$ cat src/hw/rtl/jsu_pkg.sv
// Shared types, character codes and decode helpers for the JSON string unescaper.
package jsu_pkg;

    // Result status codes
    typedef enum logic [2:0] {
        ST_BYTE       = 3'd0,
        ST_CLOSED     = 3'd1,
        ST_BAD_ESC    = 3'd2,
        ST_BAD_UNI    = 3'd3,
        ST_UNTERM_ESC = 3'd4,
        ST_UNTERM_STR = 3'd5,
        ST_NO_QUOTE   = 3'd6
    } status_t;

    // Front-end decoder state
    typedef enum logic [2:0] {
        MODE_WAIT    = 3'd0,
        MODE_BODY    = 3'd1,
        MODE_ESC     = 3'd2,
        MODE_HEX     = 3'd3,
        MODE_HOLD    = 3'd4,
        MODE_HOLD_BS = 3'd5,
        MODE_HEX2    = 3'd6
    } mode_t;

    localparam logic [7:0] CH_QUOTE  = 8'h22;
    localparam logic [7:0] CH_BSLASH = 8'h5C;
    localparam logic [7:0] CH_U      = 8'h75;

    localparam logic [15:0] HIGH_SURR_LO = 16'hD800;
    localparam logic [15:0] HIGH_SURR_HI = 16'hDBFF;
    localparam logic [15:0] LOW_SURR_LO  = 16'hDC00;
    localparam logic [15:0] LOW_SURR_HI  = 16'hDFFF;
    localparam logic [20:0] SUPP_BASE    = 21'h10000;

    localparam int QUEUE_DEPTH = 4;
    localparam int QPTR_W      = $clog2(QUEUE_DEPTH);
    localparam int QCNT_W      = $clog2(QUEUE_DEPTH + 1);

    // Result slots of one request: four for the first code point, four for
    // the second, one for the trailing byte or status.
    localparam int SLOTS = 9;

    // One request's results in compact form: up to two code points, then
    // an optional raw byte or status.
    typedef struct packed {
        logic        a_vld;
        logic [20:0] a_cp;
        logic        b_vld;
        logic [15:0] b_cp;
        logic        t_vld;
        logic [7:0]  t_byte;
        status_t     t_stat;
    } entry_t;

    typedef struct packed {
        logic [3:0][7:0] bytes;
        logic [3:0]      mask;
    } utf8_t;

    // {valid, value} of a hex digit
    function automatic logic [4:0] hex_digit(input logic [7:0] c);
        logic [4:0] r;
        r = '0;
        if (c >= 8'h30 && c <= 8'h39) begin
            r = {1'b1, c[3:0]};
        end
        else if ((c >= 8'h61 && c <= 8'h66) || (c >= 8'h41 && c <= 8'h46)) begin
            r = {1'b1, 4'(c[3:0] + 4'd9)};
        end
        return r;
    endfunction

    // {valid, byte} of a single-letter escape
    function automatic logic [8:0] simple_escape(input logic [7:0] c);
        logic [8:0] r;
        r = '0;
        unique case (c)
            8'h22:   r = {1'b1, 8'h22};
            8'h5C:   r = {1'b1, 8'h5C};
            8'h2F:   r = {1'b1, 8'h2F};
            8'h62:   r = {1'b1, 8'h08};
            8'h66:   r = {1'b1, 8'h0C};
            8'h6E:   r = {1'b1, 8'h0A};
            8'h72:   r = {1'b1, 8'h0D};
            8'h74:   r = {1'b1, 8'h09};
            default: r = '0;
        endcase
        return r;
    endfunction

    // UTF-8 encode, first byte in lane 0
    function automatic utf8_t utf8_encode(input logic [20:0] cp);
        utf8_t r;
        r = '0;
        if (cp <= 21'h7F) begin
            r.bytes[0] = cp[7:0];
            r.mask     = 4'b0001;
        end
        else if (cp <= 21'h7FF) begin
            r.bytes[0] = {3'b110, cp[10:6]};
            r.bytes[1] = {2'b10, cp[5:0]};
            r.mask     = 4'b0011;
        end
        else if (cp <= 21'hFFFF) begin
            r.bytes[0] = {4'b1110, cp[15:12]};
            r.bytes[1] = {2'b10, cp[11:6]};
            r.bytes[2] = {2'b10, cp[5:0]};
            r.mask     = 4'b0111;
        end
        else begin
            r.bytes[0] = {5'b11110, cp[20:18]};
            r.bytes[1] = {2'b10, cp[17:12]};
            r.bytes[2] = {2'b10, cp[11:6]};
            r.bytes[3] = {2'b10, cp[5:0]};
            r.mask     = 4'b1111;
        end
        return r;
    endfunction

endpackage

$ cat src/hw/rtl/json_string_unescape_utf8.sv
// JSON string unescaper: takes one text byte per request, starting at the opening quote,
// and delivers the decoded string as UTF-8 bytes followed by a closing or error status.
// Plain bytes pass through unchanged; \" \\ \/ \b \f \n \r \t and \uXXXX are decoded, a
// high surrogate directly followed by a \u low surrogate becomes one 4-byte code point,
// and any unpaired surrogate is encoded alone as 3 bytes. Every status (closed, bad
// escape, bad unicode, unterminated escape, unterminated string, no opening quote) ends
// the string and the block then waits for the next opening quote. Each input request
// yields zero to six result requests; the last one of them carries last = 1, and a
// request that only advances the decoder yields nothing. Throughput: one input request
// per cycle while the queue has room, one result per cycle while out_ready is high; an
// input with several results holds the output until all are out, and the four-entry queue
// between the decoder and the byte expander absorbs such bursts before the input stalls.
// Requests pass the queue, expander slots and output register. No clearing pass after reset.
module json_string_unescape_utf8 (
    input  logic       clk,
    input  logic       rst_n,
    input  logic       in_valid,
    output logic       in_ready,
    input  logic [7:0] char_in,
    input  logic       text_end,
    output logic       out_valid,
    input  logic       out_ready,
    output logic [7:0] out_byte,
    output logic [2:0] status,
    output logic       last
);

    // decoder to queue
    logic            q_push;
    logic            q_push_ready;
    jsu_pkg::entry_t q_push_data;

    // queue to expander
    logic            q_pop;
    logic            q_pop_valid;
    jsu_pkg::entry_t q_pop_data;

    // Decode: track quote/escape/hex/surrogate state, emit compact requests
    jsu_front u_front (
        .clk      (clk),
        .rst_n    (rst_n),
        .in_valid (in_valid),
        .in_ready (in_ready),
        .char_in  (char_in),
        .text_end (text_end),
        .q_ready  (q_push_ready),
        .q_push   (q_push),
        .q_entry  (q_push_data)
    );

    // Buffer: decouple decoder stalls from output back-pressure
    jsu_queue u_queue (
        .clk        (clk),
        .rst_n      (rst_n),
        .push       (q_push),
        .push_data  (q_push_data),
        .push_ready (q_push_ready),
        .pop        (q_pop),
        .pop_valid  (q_pop_valid),
        .pop_data   (q_pop_data)
    );

    // Expand: encode code points to UTF-8 and stream results one per cycle while out_ready is high
    jsu_back u_back (
        .clk       (clk),
        .rst_n     (rst_n),
        .q_valid   (q_pop_valid),
        .q_entry   (q_pop_data),
        .q_pop     (q_pop),
        .out_valid (out_valid),
        .out_ready (out_ready),
        .out_byte  (out_byte),
        .status    (status),
        .last      (last)
    );

endmodule

$ cat src/hw/rtl/jsu_front.sv
// Front end: accepts text bytes, tracks escape state and emits compact result requests.
module jsu_front (
    input  logic            clk,
    input  logic            rst_n,
    input  logic            in_valid,
    output logic            in_ready,
    input  logic [7:0]      char_in,
    input  logic            text_end,
    input  logic            q_ready,
    output logic            q_push,
    output jsu_pkg::entry_t q_entry
);

    jsu_pkg::mode_t mode_reg, mode_next;
    logic [15:0]    hex_value_reg, hex_value_next;
    logic [1:0]     hex_count_reg, hex_count_next;
    logic [15:0]    pending_high_reg, pending_high_next;

    logic            accept;
    logic [4:0]      hex;
    logic            hex_ok;
    logic [15:0]     hv_new;
    logic [8:0]      esc;
    jsu_pkg::entry_t ent;

    // escape-letter outcome, shared by the plain and held-surrogate paths
    jsu_pkg::mode_t   el_mode;
    logic             el_go_wait;
    logic             el_is_u;
    logic [7:0]       el_byte;
    jsu_pkg::status_t el_stat;

    assign in_ready = q_ready;
    assign accept   = in_valid && q_ready;
    assign q_push   = accept && (ent.a_vld || ent.b_vld || ent.t_vld);
    assign q_entry  = ent;

    always_ff @(posedge clk or negedge rst_n) begin
        if (!rst_n) begin
            mode_reg         <= jsu_pkg::MODE_WAIT;
            hex_value_reg    <= '0;
            hex_count_reg    <= '0;
            pending_high_reg <= '0;
        end
        else if (accept) begin
            mode_reg         <= mode_next;
            hex_value_reg    <= hex_value_next;
            hex_count_reg    <= hex_count_next;
            pending_high_reg <= pending_high_next;
        end
    end

    always_comb begin
        hex    = jsu_pkg::hex_digit(char_in);
        hex_ok = !text_end && hex[4];
        hv_new = {hex_value_reg[11:0], hex[3:0]};
        esc    = jsu_pkg::simple_escape(char_in);

        el_mode    = jsu_pkg::MODE_WAIT;
        el_go_wait = 1'b1;
        el_is_u    = 1'b0;
        el_byte    = '0;
        el_stat    = jsu_pkg::ST_UNTERM_ESC;
        if (text_end) begin
            el_stat = jsu_pkg::ST_UNTERM_ESC;
        end
        else if (char_in == jsu_pkg::CH_U) begin
            el_is_u    = 1'b1;
            el_go_wait = 1'b0;
            el_mode    = jsu_pkg::MODE_HEX;
        end
        else if (esc[8]) begin
            el_go_wait = 1'b0;
            el_mode    = jsu_pkg::MODE_BODY;
            el_byte    = esc[7:0];
            el_stat    = jsu_pkg::ST_BYTE;
        end
        else begin
            el_stat = jsu_pkg::ST_BAD_ESC;
        end

        mode_next         = mode_reg;
        hex_value_next    = hex_value_reg;
        hex_count_next    = hex_count_reg;
        pending_high_next = pending_high_reg;
        ent               = '0;
        ent.t_stat        = jsu_pkg::ST_BYTE;

        unique case (mode_reg)
            jsu_pkg::MODE_BODY: begin
                if (text_end) begin
                    mode_next         = jsu_pkg::MODE_WAIT;
                    pending_high_next = '0;
                    ent.t_vld         = 1'b1;
                    ent.t_stat        = jsu_pkg::ST_UNTERM_STR;
                end
                else if (char_in == jsu_pkg::CH_QUOTE) begin
                    mode_next         = jsu_pkg::MODE_WAIT;
                    pending_high_next = '0;
                    ent.t_vld         = 1'b1;
                    ent.t_stat        = jsu_pkg::ST_CLOSED;
                end
                else if (char_in == jsu_pkg::CH_BSLASH) begin
                    mode_next = jsu_pkg::MODE_ESC;
                end
                else begin
                    ent.t_vld  = 1'b1;
                    ent.t_byte = char_in;
                end
            end
            jsu_pkg::MODE_ESC: begin
                mode_next = el_mode;
                if (el_is_u) begin
                    hex_value_next = '0;
                    hex_count_next = '0;
                end
                else begin
                    ent.t_vld  = 1'b1;
                    ent.t_byte = el_byte;
                    ent.t_stat = el_stat;
                    if (el_go_wait) begin
                        pending_high_next = '0;
                    end
                end
            end
            jsu_pkg::MODE_HEX, jsu_pkg::MODE_HEX2: begin
                if (!hex_ok) begin
                    if (mode_reg == jsu_pkg::MODE_HEX2) begin
                        ent.a_vld = 1'b1;
                        ent.a_cp  = {5'b0, pending_high_reg};
                    end
                    mode_next         = jsu_pkg::MODE_WAIT;
                    pending_high_next = '0;
                    ent.t_vld         = 1'b1;
                    ent.t_stat        = jsu_pkg::ST_BAD_UNI;
                end
                else begin
                    hex_value_next = hv_new;
                    if (hex_count_reg != 2'd3) begin
                        hex_count_next = 2'(hex_count_reg + 2'd1);
                    end
                    else begin
                        hex_count_next = '0;
                        if (mode_reg == jsu_pkg::MODE_HEX2) begin
                            pending_high_next = '0;
                            if (hv_new >= jsu_pkg::LOW_SURR_LO &&
                                hv_new <= jsu_pkg::LOW_SURR_HI) begin
                                // surrogate pair: combine into a supplementary code point
                                mode_next = jsu_pkg::MODE_BODY;
                                ent.a_vld = 1'b1;
                                ent.a_cp  = 21'(jsu_pkg::SUPP_BASE +
                                    {1'b0, pending_high_reg[9:0], hv_new[9:0]});
                            end
                            else begin
                                ent.a_vld = 1'b1;
                                ent.a_cp  = {5'b0, pending_high_reg};
                                if (hv_new >= jsu_pkg::HIGH_SURR_LO &&
                                    hv_new <= jsu_pkg::HIGH_SURR_HI) begin
                                    pending_high_next = hv_new;
                                    mode_next         = jsu_pkg::MODE_HOLD;
                                end
                                else begin
                                    mode_next = jsu_pkg::MODE_BODY;
                                    ent.b_vld = 1'b1;
                                    ent.b_cp  = hv_new;
                                end
                            end
                        end
                        else begin
                            if (hv_new >= jsu_pkg::HIGH_SURR_LO &&
                                hv_new <= jsu_pkg::HIGH_SURR_HI) begin
                                pending_high_next = hv_new;
                                mode_next         = jsu_pkg::MODE_HOLD;
                            end
                            else begin
                                mode_next = jsu_pkg::MODE_BODY;
                                ent.a_vld = 1'b1;
                                ent.a_cp  = {5'b0, hv_new};
                            end
                        end
                    end
                end
            end
            jsu_pkg::MODE_HOLD: begin
                if (!text_end && char_in == jsu_pkg::CH_BSLASH) begin
                    mode_next = jsu_pkg::MODE_HOLD_BS;
                end
                else begin
                    ent.a_vld         = 1'b1;
                    ent.a_cp          = {5'b0, pending_high_reg};
                    pending_high_next = '0;
                    ent.t_vld         = 1'b1;
                    if (text_end) begin
                        mode_next  = jsu_pkg::MODE_WAIT;
                        ent.t_stat = jsu_pkg::ST_UNTERM_STR;
                    end
                    else if (char_in == jsu_pkg::CH_QUOTE) begin
                        mode_next  = jsu_pkg::MODE_WAIT;
                        ent.t_stat = jsu_pkg::ST_CLOSED;
                    end
                    else begin
                        mode_next  = jsu_pkg::MODE_BODY;
                        ent.t_byte = char_in;
                    end
                end
            end
            jsu_pkg::MODE_HOLD_BS: begin
                if (el_is_u) begin
                    hex_value_next = '0;
                    hex_count_next = '0;
                    mode_next      = jsu_pkg::MODE_HEX2;
                end
                else begin
                    // flush the lone high surrogate, then treat the letter as usual
                    ent.a_vld         = 1'b1;
                    ent.a_cp          = {5'b0, pending_high_reg};
                    pending_high_next = '0;
                    mode_next         = el_mode;
                    ent.t_vld         = 1'b1;
                    ent.t_byte        = el_byte;
                    ent.t_stat        = el_stat;
                end
            end
            default: begin
                // waiting for the opening quote; unused codes land here too
                if (text_end || char_in != jsu_pkg::CH_QUOTE) begin
                    mode_next         = jsu_pkg::MODE_WAIT;
                    pending_high_next = '0;
                    ent.t_vld         = 1'b1;
                    ent.t_stat        = jsu_pkg::ST_NO_QUOTE;
                end
                else begin
                    mode_next = jsu_pkg::MODE_BODY;
                end
            end
        endcase
    end

endmodule

$ cat src/hw/rtl/jsu_queue.sv
// Short request queue between the decoder front end and the output back end.
module jsu_queue (
    input  logic            clk,
    input  logic            rst_n,
    input  logic            push,
    input  jsu_pkg::entry_t push_data,
    output logic            push_ready,
    input  logic            pop,
    output logic            pop_valid,
    output jsu_pkg::entry_t pop_data
);

    jsu_pkg::entry_t                  mem [jsu_pkg::QUEUE_DEPTH];
    logic [jsu_pkg::QPTR_W-1:0]       wr_ptr_reg, wr_ptr_next;
    logic [jsu_pkg::QPTR_W-1:0]       rd_ptr_reg, rd_ptr_next;
    logic [jsu_pkg::QCNT_W-1:0]       count_reg, count_next;
    logic                             do_push, do_pop;

    assign push_ready = count_reg != jsu_pkg::QCNT_W'(jsu_pkg::QUEUE_DEPTH);
    assign pop_valid  = count_reg != '0;
    assign pop_data   = mem[rd_ptr_reg];
    assign do_push    = push && push_ready;
    assign do_pop     = pop && pop_valid;

    always_comb begin
        wr_ptr_next = wr_ptr_reg;
        rd_ptr_next = rd_ptr_reg;
        if (do_push) begin
            wr_ptr_next = (wr_ptr_reg == jsu_pkg::QPTR_W'(jsu_pkg::QUEUE_DEPTH - 1))
                        ? '0 : jsu_pkg::QPTR_W'(wr_ptr_reg + 1'b1);
        end
        if (do_pop) begin
            rd_ptr_next = (rd_ptr_reg == jsu_pkg::QPTR_W'(jsu_pkg::QUEUE_DEPTH - 1))
                        ? '0 : jsu_pkg::QPTR_W'(rd_ptr_reg + 1'b1);
        end
        count_next = count_reg;
        if (do_push && !do_pop) begin
            count_next = jsu_pkg::QCNT_W'(count_reg + 1'b1);
        end
        else if (do_pop && !do_push) begin
            count_next = jsu_pkg::QCNT_W'(count_reg - 1'b1);
        end
    end

    always_ff @(posedge clk or negedge rst_n) begin
        if (!rst_n) begin
            wr_ptr_reg <= '0;
            rd_ptr_reg <= '0;
            count_reg  <= '0;
        end
        else begin
            wr_ptr_reg <= wr_ptr_next;
            rd_ptr_reg <= rd_ptr_next;
            count_reg  <= count_next;
        end
    end

    always_ff @(posedge clk) begin
        if (do_push) begin
            mem[wr_ptr_reg] <= push_data;
        end
    end

endmodule

$ cat src/hw/rtl/jsu_back.sv
// Back end: expands each request into UTF-8 bytes and statuses, one result per cycle while out_ready is high.
module jsu_back (
    input  logic            clk,
    input  logic            rst_n,
    input  logic            q_valid,
    input  jsu_pkg::entry_t q_entry,
    output logic            q_pop,
    output logic            out_valid,
    input  logic            out_ready,
    output logic [7:0]      out_byte,
    output logic [2:0]      status,
    output logic            last
);

    logic [jsu_pkg::SLOTS-1:0]      mask_reg, mask_next;
    logic [jsu_pkg::SLOTS-1:0][7:0] slot_byte_reg, slot_byte_next;
    jsu_pkg::status_t               tail_stat_reg;

    logic             out_valid_reg;
    logic [7:0]       out_byte_reg;
    jsu_pkg::status_t status_reg;
    logic             last_reg;

    jsu_pkg::utf8_t            enc_a, enc_b;
    logic [jsu_pkg::SLOTS-1:0] new_mask;
    logic [jsu_pkg::SLOTS-1:0] pick_oh, rest;
    logic [7:0]                pick_byte;
    logic                      adv, take, load;

    always_comb begin
        enc_a    = jsu_pkg::utf8_encode(q_entry.a_cp);
        enc_b    = jsu_pkg::utf8_encode({5'b0, q_entry.b_cp});
        new_mask = {q_entry.t_vld, enc_b.mask & {4{q_entry.b_vld}},
                    enc_a.mask & {4{q_entry.a_vld}}};
        slot_byte_next = {q_entry.t_byte, enc_b.bytes, enc_a.bytes};

        // lowest pending slot goes out next
        pick_oh   = mask_reg & jsu_pkg::SLOTS'(~mask_reg + 1'b1);
        rest      = mask_reg & ~pick_oh;
        pick_byte = '0;
        for (int i = 0; i < jsu_pkg::SLOTS; i++) begin
            pick_byte = pick_byte | (slot_byte_reg[i] & {8{pick_oh[i]}});
        end

        adv   = !out_valid_reg || out_ready;
        take  = adv && (mask_reg != '0);
        load  = (mask_reg == '0) || (take && rest == '0);
        q_pop = load && q_valid;

        if (load) begin
            mask_next = q_valid ? new_mask : '0;
        end
        else if (take) begin
            mask_next = rest;
        end
        else begin
            mask_next = mask_reg;
        end
    end

    always_ff @(posedge clk or negedge rst_n) begin
        if (!rst_n) begin
            mask_reg      <= '0;
            out_valid_reg <= 1'b0;
        end
        else begin
            mask_reg <= mask_next;
            if (adv) begin
                out_valid_reg <= take;
            end
        end
    end

    always_ff @(posedge clk) begin
        if (q_pop) begin
            slot_byte_reg <= slot_byte_next;
            tail_stat_reg <= q_entry.t_stat;
        end
        if (take) begin
            out_byte_reg <= pick_byte;
            status_reg   <= pick_oh[jsu_pkg::SLOTS-1] ? tail_stat_reg : jsu_pkg::ST_BYTE;
            last_reg     <= rest == '0;
        end
    end

    assign out_valid = out_valid_reg;
    assign out_byte  = out_byte_reg;
    assign status    = status_reg;
    assign last      = last_reg;

endmodule

$ cat config.mk
export PLATFORM = sky130hd
export DESIGN_NAME = json_string_unescape_utf8
export DESIGN_NICKNAME = d
export VERILOG_FILES = /design/src/hw/rtl/jsu_pkg.sv /design/src/hw/rtl/json_string_unescape_utf8.sv /design/src/hw/rtl/jsu_front.sv /design/src/hw/rtl/jsu_queue.sv /design/src/hw/rtl/jsu_back.sv
export SDC_FILE = /design/constraint.sdc
export NUM_CORES = 1
export LEC_CHECK = 0
export ABC_AREA = 1
export BUFFER_PORTS_ARGS = -buffer_cell sky130_fd_sc_hd__buf_2
export CORE_ASPECT_RATIO = 1.5
export CORE_MARGIN = 2
export CORE_UTILIZATION = 25
export CTS_BUF_LIST = sky130_fd_sc_hd__clkbuf_8
export CTS_CLUSTER_DIAMETER = 120
export DETAILED_ROUTE_END_ITERATION = 8
export PLACE_DENSITY_LB_ADDON = 0.25
export SETUP_SLACK_MARGIN = 0.3
export SLEW_MARGIN = 20
export SYNTH_ARGS = -nofsm -noshare
export SYNTH_HDL_FRONTEND = slang
export SYNTH_HIERARCHICAL = 1
export SYNTH_SLANG_ARGS = --single-unit
export TNS_END_PERCENT = 30
$ cat constraint.sdc
create_clock -name clk -period 7.2 [get_ports clk]
set_clock_uncertainty 0.1 [all_clocks]
set_input_delay 0.72 -clock clk [delete_from_list [all_inputs] [get_ports clk]]
set_output_delay 0.72 -clock clk [all_outputs]
set_load 0.1 [all_outputs]
==> out/results.tsv <==
metric	value	unit
status	finished clean	
Max Freq	227	MHz
Routed WL	42.6	mm
pwr/cell area	367	nW/um^2
fin crit period	4400	ps
RSZ-0062 raised after global routing	no	
clk slew on worst S/H paths	70	ps
Worst Path Class, Setup	in -> reg	
number of port buffers	26	
CTS root buf	clkbuf_8	
initial antenna violation count	1	
Yosys top cell area share	51.7	%
endpoint class of the critical path	register	
sequential fraction of the synthesis area	59.5	%
Yosys top cell by area	edfxtp_1	
Post-route DRC	0	
post-CTS setup buffer count	0	
I/O pin count	27	
Initial DRC Count	578	
setup TNS	0	ps
Clk Latency, worst-skew pair	600	ps
MaxCap Viol Count	0	
GPL Wtd Cong	0.901	
arrival time of the worst setup path	4570	ps
Area Growth Syn to Fin	12.2	%
slew at the pin with the worst max-slew slack	1050	ps
Horiz. Die Dim	211	um
Detail Placement HPWL	30.6	mm
Peak VDD IR	0.210	mV
max incr delay on CP	910	ps
FF+latch count, synth	328	
most used cell, CP	nand2_1	
CTS sink count	328	
worst min path class	in -> async	
placed insts	2399	
TritonCTS clock tree	yes	
CP delay by family, top	simple AND/OR/NAND/NOR gates	
Avg Synthesized Cell Area	10.0	sq um
Starting Density	25.2	%
pin count of the biggest net entering global routing	160	
CORE AREA	64200	sq um
Layout Nets	1668	
DRT Pass-1 Iters	5	
fillcell total	6781	
post-CTS resize count	0	
crit start category	input port	
Synth async-reset ratio	15.2	%
synthesized netlist cell count	1611	
vias in the first global route	10900	
top cells by area, synth	edfxtp_1 (52%), nand2_1 (11%), dfrtp_1 (7.8%)	
CTS max path bufs	3	
total CTS buffers	53	
Slew Viols, Final	0	
share of layout cells above drive strength 1	13.6	%
Critical Path Fanout Max	32	
critical path, cell by cell	buf_2, inv_1, ha_1, nand3_1, nand3_1, nand2_1, nand2_1, nand3_2, nand2_4, nand2_2, nand4_1, nor2_1, nor2_1, nand2_1, nor2_4, buf_4	
Overall Global Routing Usage	12.9	%
drt wl/cell	17.1	um
Congestion Overflow GR	0	
Post-Syn Area	16100	sq um
CP Buf/Inv Count	3	
setup violators final	0	
commonest cells in the netlist	nand2_1 (475), edfxtp_1 (278), inv_1 (232), nor2_1 (80), nand3_1 (74)	
leakage power	7.26	nW
Post-synth EDFFs	278	
Req. time, crit path	7370	ps
synth unique cells	51	
Post-DRT Antenna Nets	0	
Vias	11000	
Mapped Nets	1637	
cts-stage hold buffer count	0	
Relative slew margins	29.8	%
total die area	66700	sq um
top_reg_cell synth	edfxtp_1	
Tcrit/Tclk final	61.2	%
yosys warns	6	
flip-flop count of the largest register after layout	204	
first-pass GRT wire length	65.6	mm
top-count cell post-synth	nand2_1	
Die Ht	315	um
CTS H-Tree Depth	2	
CP max stage cell	nor2_4	
Final Hold Vio Count	0	
Rows	114	
non-filler cells, final	2498	
DR vias/cell	4.39	
[through the flow]
stage	area [sq um]	utilization, %	total power, mW	setup slack (ps)	hold slack, ps
floorplan	16100	-	4.44	1810	324
global placement	17000	26.4	5.00	2120	369
detailed placement	17000	26.5	5.03	2100	366
CTS	18100	28.2	6.78	2750	134
global route	18100	28.2	7.10	2430	181
finish	18100	28.2	6.64	2800	151
[area by class of cell]
type / instances / area [sq um] / share of cell area [%]
antenna: 1 / 2.50 / 0.0138
clock buffer: 58 / 798 / 4.41
clock inverter: 40 / 328 / 1.81
inverter: 247 / 930 / 5.13
multi-input combinational: 973 / 5180 / 28.6
sequential: 328 / 9600 / 53.0
tap: 812 / 1020 / 5.61
timing repair buffer: 39 / 260 / 1.44
[cell families (layout without fill, tap and decap cells)]
group                    count (synthesis)  count (layout)  synth area share [%]
other                                    0               1                     0
adder cells (fa/ha/maj)                 13              13                  1.05
AO/OA/AOI/OAI                          238             238                  11.1
buffers and inverters                  310             384                  8.68
XOR/XNOR                                 5               5                 0.271
AND/OR/NAND/NOR                        717             717                  19.4
flip-flops                             328             328                  59.5
[metal layers]
metal / vias up / track usage (%) / share of wire [%]
li1: 5481 / - / -
met1: 5208 / 14.5 / 40
met2: 186 / 23.8 / 52
met3: 92 / 1.55 / 2.8
met4: 0 / 6.75 / 5.0
met5: - / 0 / 0
[where the power goes]
group | internal [mW] | switching, mW
logic | 0.581 | 1.64
clock network | 0.957 | 0.755
registers | 2.52 | 0.185
total | 4.06 | 2.58
[final timing paths]
path                                                              start                                       to  slack [ps]  depth (start not counted)
worst max-delay path                                         char_in[0]              u_queue/mem[1][0]$_DFFE_PP_        2800                         16
worst min-delay path                                              rst_n             u_back/out_valid$_DFFE_PN0P_         150                          2
worst max register to register          u_front/mode_reg[1]$_DFFE_PN0P_              u_queue/mem[1][0]$_DFFE_PP_        2880                         11
worst min register to register  u_front/pending_high_reg[1]$_DFFE_PN0P_  u_front/pending_high_reg[1]$_DFFE_PN0P_         380                          2
max in group asynchronous                                         rst_n        u_queue/rd_ptr_reg[0]$_DFFE_PN0P_        6260                          2
min in group clk                                              out_ready             u_back/out_valid$_DFFE_PN0P_         210                          2
[placed cells by master (no fill, tap or decap), types with 3 or more instances in the layout]
cell type and n:
a21oi_1 42, a31oi_1 8, buf_2 26, buf_4 11, bufinv_16 6, clkbuf_8 58, clkinv_1 9, clkinv_2 7
clkinvlp_4 3, dfrtp_1 48, edfxtp_1 278, ha_1 12, inv_1 249, inv_2 12, nand2_1 475, nand2_2 8
nand3_1 74, nand3_2 5, nand3_4 3, nand3b_1 4, nand4_1 19, nor2_1 75, nor2_2 3, nor2_4 19
nor3_1 23, o211ai_1 62, o211ai_2 51, o21ai_0 48, o21ai_1 9, o21ai_2 3, o22ai_1 5, xor2_1 3
(Power assumes the default switching activity.)
